--- src/design/vsc_pkg.sv ---
// Shared types and constants for the vertex-sphere contact unit.
`default_nettype none
package vsc_pkg;
   localparam int MaxNormals = 8;
   localparam int FracBits   = 16;
   localparam int IdxW       = $clog2(MaxNormals);
   localparam int CntW       = $clog2(MaxNormals + 1);

   typedef enum logic [1:0] {
      ACT_LOAD  = 2'd0,
      ACT_CLEAR = 2'd1,
      ACT_QUERY = 2'd2,
      ACT_QREV  = 2'd3
   } action_type;

   // controller -> datapath
   typedef struct packed {
      logic capture;     // latch request beat
      logic load_store;  // write normal at count
      logic clear_store;
      logic dot_step;    // dot product of current normal
      logic dot_check;   // test registered dot sign
      logic sq_step;     // one squared component
      logic sqrt_init;
      logic sqrt_step;
      logic div_init;
      logic div_step;
      logic div_done;
      logic cp_step;     // contact offset product
      logic emit;
      logic emit_zero;
   } cmd_type;

   // datapath -> controller
   typedef struct packed {
      logic dot_neg;
      logic dots_left;
      logic far;
      logic no_hit;
      logic sqrt_last;
      logic div_last;
      logic axis_last;
      logic flat;
      logic [1:0] action;
   } stat_type;
endpackage
`default_nettype wire

--- src/design/vsc_control.sv ---
// Controller state machine sequencing the datapath.
`default_nettype none
module vsc_control (
   input  wire logic              clock,
   input  wire logic              reset,
   input  wire logic              start,
   output logic                   busy,
   output logic                   rsp_valid,
   output vsc_pkg::cmd_type       cmd,
   input  wire vsc_pkg::stat_type stat
);
   typedef enum logic [3:0] {
      S_IDLE, S_DECODE, S_DOTRD, S_DOTMUL, S_DOTCHK, S_SQ, S_HITCHK,
      S_SQRT, S_DIVINIT, S_DIV, S_CP, S_EMIT, S_ZERO
   } state_type;

   state_type state_ff;

   always_comb begin
      cmd = '0;
      cmd.capture     = state_ff == S_IDLE && start;
      cmd.load_store  = state_ff == S_DECODE && stat.action == vsc_pkg::ACT_LOAD;
      cmd.clear_store = state_ff == S_DECODE && stat.action == vsc_pkg::ACT_CLEAR;
      cmd.dot_step    = state_ff == S_DOTRD && stat.dots_left;
      cmd.dot_check   = state_ff == S_DOTCHK;
      cmd.sq_step     = state_ff == S_SQ;
      cmd.sqrt_init   = state_ff == S_HITCHK;
      cmd.sqrt_step   = state_ff == S_SQRT;
      cmd.div_init    = state_ff == S_DIVINIT;
      cmd.div_step    = state_ff == S_DIV && !stat.div_last;
      cmd.div_done    = state_ff == S_DIV && stat.div_last;
      cmd.cp_step     = state_ff == S_CP;
      cmd.emit        = state_ff == S_EMIT;
      cmd.emit_zero   = state_ff == S_ZERO;
   end

   always_ff @(posedge clock) begin
      if (reset) begin
         state_ff  <= S_IDLE;
         busy      <= 1'b0;
         rsp_valid <= 1'b0;
      end else begin
         rsp_valid <= cmd.emit || cmd.emit_zero;
         unique case (state_ff)
            S_IDLE:    if (start) begin state_ff <= S_DECODE; busy <= 1'b1; end
            S_DECODE:  if (stat.action == vsc_pkg::ACT_LOAD || stat.action == vsc_pkg::ACT_CLEAR
                           || stat.flat) state_ff <= S_ZERO;
                       else state_ff <= S_DOTRD;
            S_DOTRD:   state_ff <= stat.dots_left ? S_DOTMUL : (stat.far ? S_ZERO : S_SQ);
            S_DOTMUL:  state_ff <= S_DOTCHK;
            S_DOTCHK:  state_ff <= stat.dot_neg ? S_ZERO : S_DOTRD;
            S_SQ:      if (stat.axis_last) state_ff <= S_HITCHK;
            S_HITCHK:  state_ff <= stat.no_hit ? S_ZERO : S_SQRT;
            S_SQRT:    if (stat.sqrt_last) state_ff <= S_DIVINIT;
            S_DIVINIT: state_ff <= S_DIV;
            S_DIV:     if (stat.div_last && stat.axis_last) state_ff <= S_CP;
            S_CP:      if (stat.axis_last) state_ff <= S_EMIT;
            S_EMIT:    begin state_ff <= S_IDLE; busy <= 1'b0; end
            S_ZERO:    begin state_ff <= S_IDLE; busy <= 1'b0; end
            default:   state_ff <= S_IDLE;
         endcase
      end
   end

   assert property (@(posedge clock) disable iff (reset) rsp_valid |-> busy == 1'b0)
      else $error("result while busy");
   assert property (@(posedge clock) disable iff (reset) (start && !busy) |=> busy)
      else $error("accepted beat not taken");
   assert property (@(posedge clock) disable iff (reset) $fell(busy) |-> rsp_valid)
      else $error("beat finished without result");
endmodule
`default_nettype wire

--- config.mk ---
export PLATFORM = sky130hd
export DESIGN_NAME = vsc_control
export DESIGN_NICKNAME = d
export VERILOG_FILES = /design/src/design/vsc_pkg.sv /design/src/design/vsc_control.sv
export SDC_FILE = /design/constraint.sdc
export NUM_CORES = 1
export LEC_CHECK = 0
export ABC_AREA = 1
export BUFFER_PORTS_ARGS = -buffer_cell sky130_fd_sc_hd__clkbuf_2
export CORE_MARGIN = 3
export CORE_UTILIZATION = 35
export DETAILED_ROUTE_END_ITERATION = 7
export PLACE_DENSITY_LB_ADDON = 0.05
export SYNTH_ARGS = -nofsm -noshare
export SYNTH_HDL_FRONTEND = slang
export SYNTH_SLANG_ARGS = --single-unit
export TNS_END_PERCENT = 1
--- constraint.sdc ---
create_clock -name clock -period 1.07 [get_ports clock]
set_input_delay 0.0535 -clock clock [delete_from_list [all_inputs] [get_ports clock]]
set_output_delay 0.0535 -clock clock [all_outputs]
set_load 0.05 [all_outputs]
### Word-level counts from Yosys, hierarchy flattened

Index checks and enable logic that the tools add are counted.

| word-level totals | value |
|---|---|
| word-level logic and storage cells | 51 |
| bits in registers | 6 |

| cells by class | value |
|---|---|
| equality and inequality tests | 18 |
| mux-type cells | 13 |
| reduce and logical (&&, ||, !) cells | 17 |

Operators by type and width:

| kind | count |
|---|---|
| 4-bit one-hot mux with 11 select lines | 1 |
| 4-bit two-way mux | 10 |
| 4-bit == test (second input constant) | 5 |
| 4-bit by 3-bit == test with 1-bit output (second input constant) | 4 |
| 4-bit by 2-bit == test with 1-bit output (second input constant) | 2 |
| 2-bit by 1-bit != test with 1-bit output (second input constant) | 4 |
| 1-bit logical AND | 7 |
| 5-bit AND reduction | 1 |
| 4-bit by 1-bit == test with 1-bit output (second input constant) | 1 |
| 4-bit zero test | 1 |
| 1-bit logical OR | 3 |
| 2-bit by 1-bit == test with 1-bit output (second input constant) | 1 |
| 2-bit zero test | 1 |
| 2-bit != test (second input constant) | 1 |
| 1-bit one-hot mux with 2 select lines | 1 |
| 2-bit AND reduction | 1 |
| 2-bit nonzero test | 1 |
| 2-bit OR reduction | 1 |
| 1-bit zero test | 1 |
| 1-bit two-way mux | 1 |

### Logic depth before layout (Yosys ltp)

| logic depth | value |
|---|---|
| depth after elaboration | 5 |
| depth in mapped cells | 9 |
| mapped depth without buffers | 9 |

### Worst setup path after synthesis

No wires, ideal clock.

| timing path | value |
|---|---|
| path type | register -> output |
| start | register state_ff[3] |
| end | output cmd[3] in the netlist's numbering |
| slack | -1.042 ns |
| required time | 1.016 ns |
| arrival | 2.059 ns |
| path buffers | 0 |
| stages on the path, launching flop included | 3 |
| cells stage by stage | dfxtp_1 nand2_1 nor4_1 |

RTL lines:

| element | line | source |
|---|---|---|
| from (decl) | vsc_control.sv:17 | `state_type state_ff;` |
| from (signal assigned) | vsc_control.sv:49 | `S_DOTRD: state_ff <= stat.dots_left ? S_DOTMUL : (stat.far ? S_ZERO : S_SQ);` |
| from (signal assigned) | vsc_control.sv:51 | `S_DOTCHK: state_ff <= stat.dot_neg ? S_ZERO : S_DOTRD;` |
| from (signal assigned) | vsc_control.sv:53 | `S_HITCHK: state_ff <= stat.no_hit ? S_ZERO : S_SQRT;` |
| to (decl) | vsc_control.sv:9 | `output vsc_pkg::cmd_type cmd,` |

==> out/results.ini <==
[synth]
yosysTopAreaCellShare_pct = 20.7
syn_inst = 117
synth_area_leaders = nand2_1 (21%), dfxtp_1 (20%), inv_1 (14%), nand3_1 (13%), nor2_1 (12%)
synth_warnings = 0
syn_area_um2 = 598
synthesis.nets = 130
syn_area_per_cell_um2 = 5.11
ys_seq_area_share_pct = 20.1
ys_ff_latch = 6
netlist-cell-type-count = 15
synth_largest_area_cell = nand2_1

[route]
wire_per_inst_um = 11.1
firstDrtPassIters = 4
drcViolationCount = 0
viasPerCell = 4.78
postRouteAntennaNets = 0
drt_first_iter_violations = 20
drt-total-wl_um = 1980
num_vias = 851

[final_layout]
area_delta_synth_final_pct = 98.5
post-route-util_pct = 76.2
drive_above_1_share_pct = 51.2
nets = 176
diodes = 0

[sta]
clock-skew-final_ns = 0.000226
slew_violations = 0
rsz0062_at_grt = yes
fin_hold_ws_ns = 0.0352
worst_pin_slew_ns = 0.280
worst_slack_ns = -0.277
hold_viol_final = 0
setup_viol = 19
period_needed_ns = 1.35
post-route-period-util_pct = 126
slew_headroom_pct = 81.4
max_freq_mhz = 743

[cts]
numCtsBuffers = 3
cts_tree = built
clockRootBuffer = clkbuf_4
cts.htree.levels = 1
cts_sinks = 6
path_clk_slew_ns = 0.05
postCtsSetupBuffers = 0
cts_buffer_depth = 2
insertion_delay_ns = 0.25
holdBufCountCts = 0

[placed_design]
post-dp-hpwl_um = 1590
routabilityCongestion = 0.833
io_buffer_count = 28

[worst_setup_path]
cp_slowest_cell = dfxtp_4
worst_path_most_repeated_cell = buf_6
path_buf_inv = 4
crit_cells = 6
timing.rr.end = state_ff[2]
rr_worst_depth = 7
path_max_fanout = 5
slowest_delay_ns = 0.36
cp.required_ns = 1.02
crit_end = cmd[4]
path_class = flop to primary output
cp-end-kind = primary output
critPathLaunch = state_ff[2]
start_kind = flop
arrival_ns = 1.29
crit_family = buffers and inverters
r2r_start = state_ff[1]
r2r_slack_ns = -0.21
crit_chain = buf_6 -> nor2_4 -> nand3_2 -> buf_6 -> inv_2 -> buf_12

[floorplanning]
rows = 14
start_util_pct = 38.4
die_h_um = 47.3
die_width_um = 47.3
die_area_um2 = 2240
pin_count = 29
coreArea_um2 = 1560

[global_route]
grt_use_total_pct = 20.7
grt_overflow = 0
grt_max_degree = 8
grt_pass1_wl_um = 3250
grt_antenna_before_repair = 0
grt_pass1_vias = 786

[power]
power.density_nw_per_um2 = 2610
leakage_nw = 0.622
peakVddDrop_uv = 1650

[job]
maxCapViolCount = 0

[worst_hold_path]
worstHoldPathType = primary input to flop

[outcome]
status = finished with violations
violations = negative setup slack

## worst min path at each step
stage / depth (start not counted) / slack [ns] / end / from
2_1_floorplan: 1 / 0.11 / state_ff[1] / reset
3_3_place_gp: 2 / 0.30 / state_ff[3] / reset
3_5_place_dp: 2 / 0.30 / state_ff[1] / reset
4_1_cts: 2 / 0.03 / state_ff[3] / reset
5_1_grt: 2 / 0.03 / state_ff[0] / reset
6_report: 2 / 0.04 / state_ff[3] / reset
## routing by layer
layer  global-route usage [%]  share of wire [%]
met3                     7.28                5.8
met4                     1.66               0.71
met5                        0                  0
met1                     25.1                 43
met2                     36.4                 51
## cell type report
class | instances | area (um^2)
multi-input cells | 86 | 508
fillers | 124 | 372
well taps | 16 | 20.0
inverters | 25 | 105
flip-flops and latches | 6 | 135
clock buffers | 4 | 26.3
repair buffers | 41 | 393
## where the power goes
group / total [mW] / internal [mW] / switching, mW
registers: 0.518 / 0.347 / 0.171
logic: 2.35 / 0.916 / 1.44
clock network: 0.233 / 0.142 / 0.0913
## worst reg2reg max path, cell delays in order (launching register included)
cell and delay, ns:
dfxtp_4 0.37, nand2_1 0.17, inv_2 0.07, nand3_1 0.12, nand3_1 0.10, nor2_2 0.17, nand2_1 0.08, a21oi_1 0.11
## cells in the final DEF (no fill, tap or decap), types with 2 or more instances in the layout
cell type	netlist	routed
nor2_2	3	4
nand3_1	15	12
nand2_4	0	2
buf_8	0	7
nand3_2	0	3
nand2_1	33	29
dfxtp_4	0	4
dfxtp_1	6	2
inv_2	3	7
inv_1	22	15
clkbuf_2	0	14
o21ai_0	3	3
clkbuf_8	0	5
clkbuf_4	0	3
buf_6	0	3
buf_12	0	2
nor2_1	19	10
buf_4	0	10
nand2_2	3	5
a21oi_1	5	5
nor2_4	1	9
## stage by stage
step | TNS, ns | cell area (um^2) | power [mW] | setup slack [ns] | std cells
floorplan | -1.09 | 678 | 1.82 | -0.173 | 117
detailed placement | -1.71 | 966 | 2.44 | -0.207 | 174
global route | -5.29 | 1190 | 3.35 | -0.356 | 178
finish | -3.73 | 1190 | 3.10 | -0.277 | 178
global placement | -1.52 | 966 | 2.40 | -0.211 | 174
CTS | -3.91 | 1150 | 3.01 | -0.298 | 178
## flip-flops by register name, indices dropped and copies added (netlist names)
register / count
state_ff: 4
rsp_valid: 1
busy: 1
## Yosys cell counts
cell / n
nor4_1: 1
nand4_1: 1
nand2_1: 33
o21ai_0: 3
inv_2: 3
dfxtp_1: 6
nand2_2: 3
nor2_2: 3
a21oi_1: 5
inv_1: 22
nor2_1: 19
nand3b_1: 1
nand3_1: 15
nor2_4: 1
nor3_1: 1
## cells by family (layout without fill, tap and decap cells)
logic type / count (synthesis) / after routing / share of synthesized area [%]
and+or+nand+nor: 78 / 78 / 57.5
buffers and inverters: 25 / 70 / 15.7
AOI/OAI and AO/OA: 8 / 8 / 6.69
DFF: 6 / 6 / 20.1
## what timing repair did
item	CTS	global route
setup endpoints to repair	19	19
resized for setup	41	16
cloned	0	0
pin swaps	2	5
(Power assumes the default switching activity.)
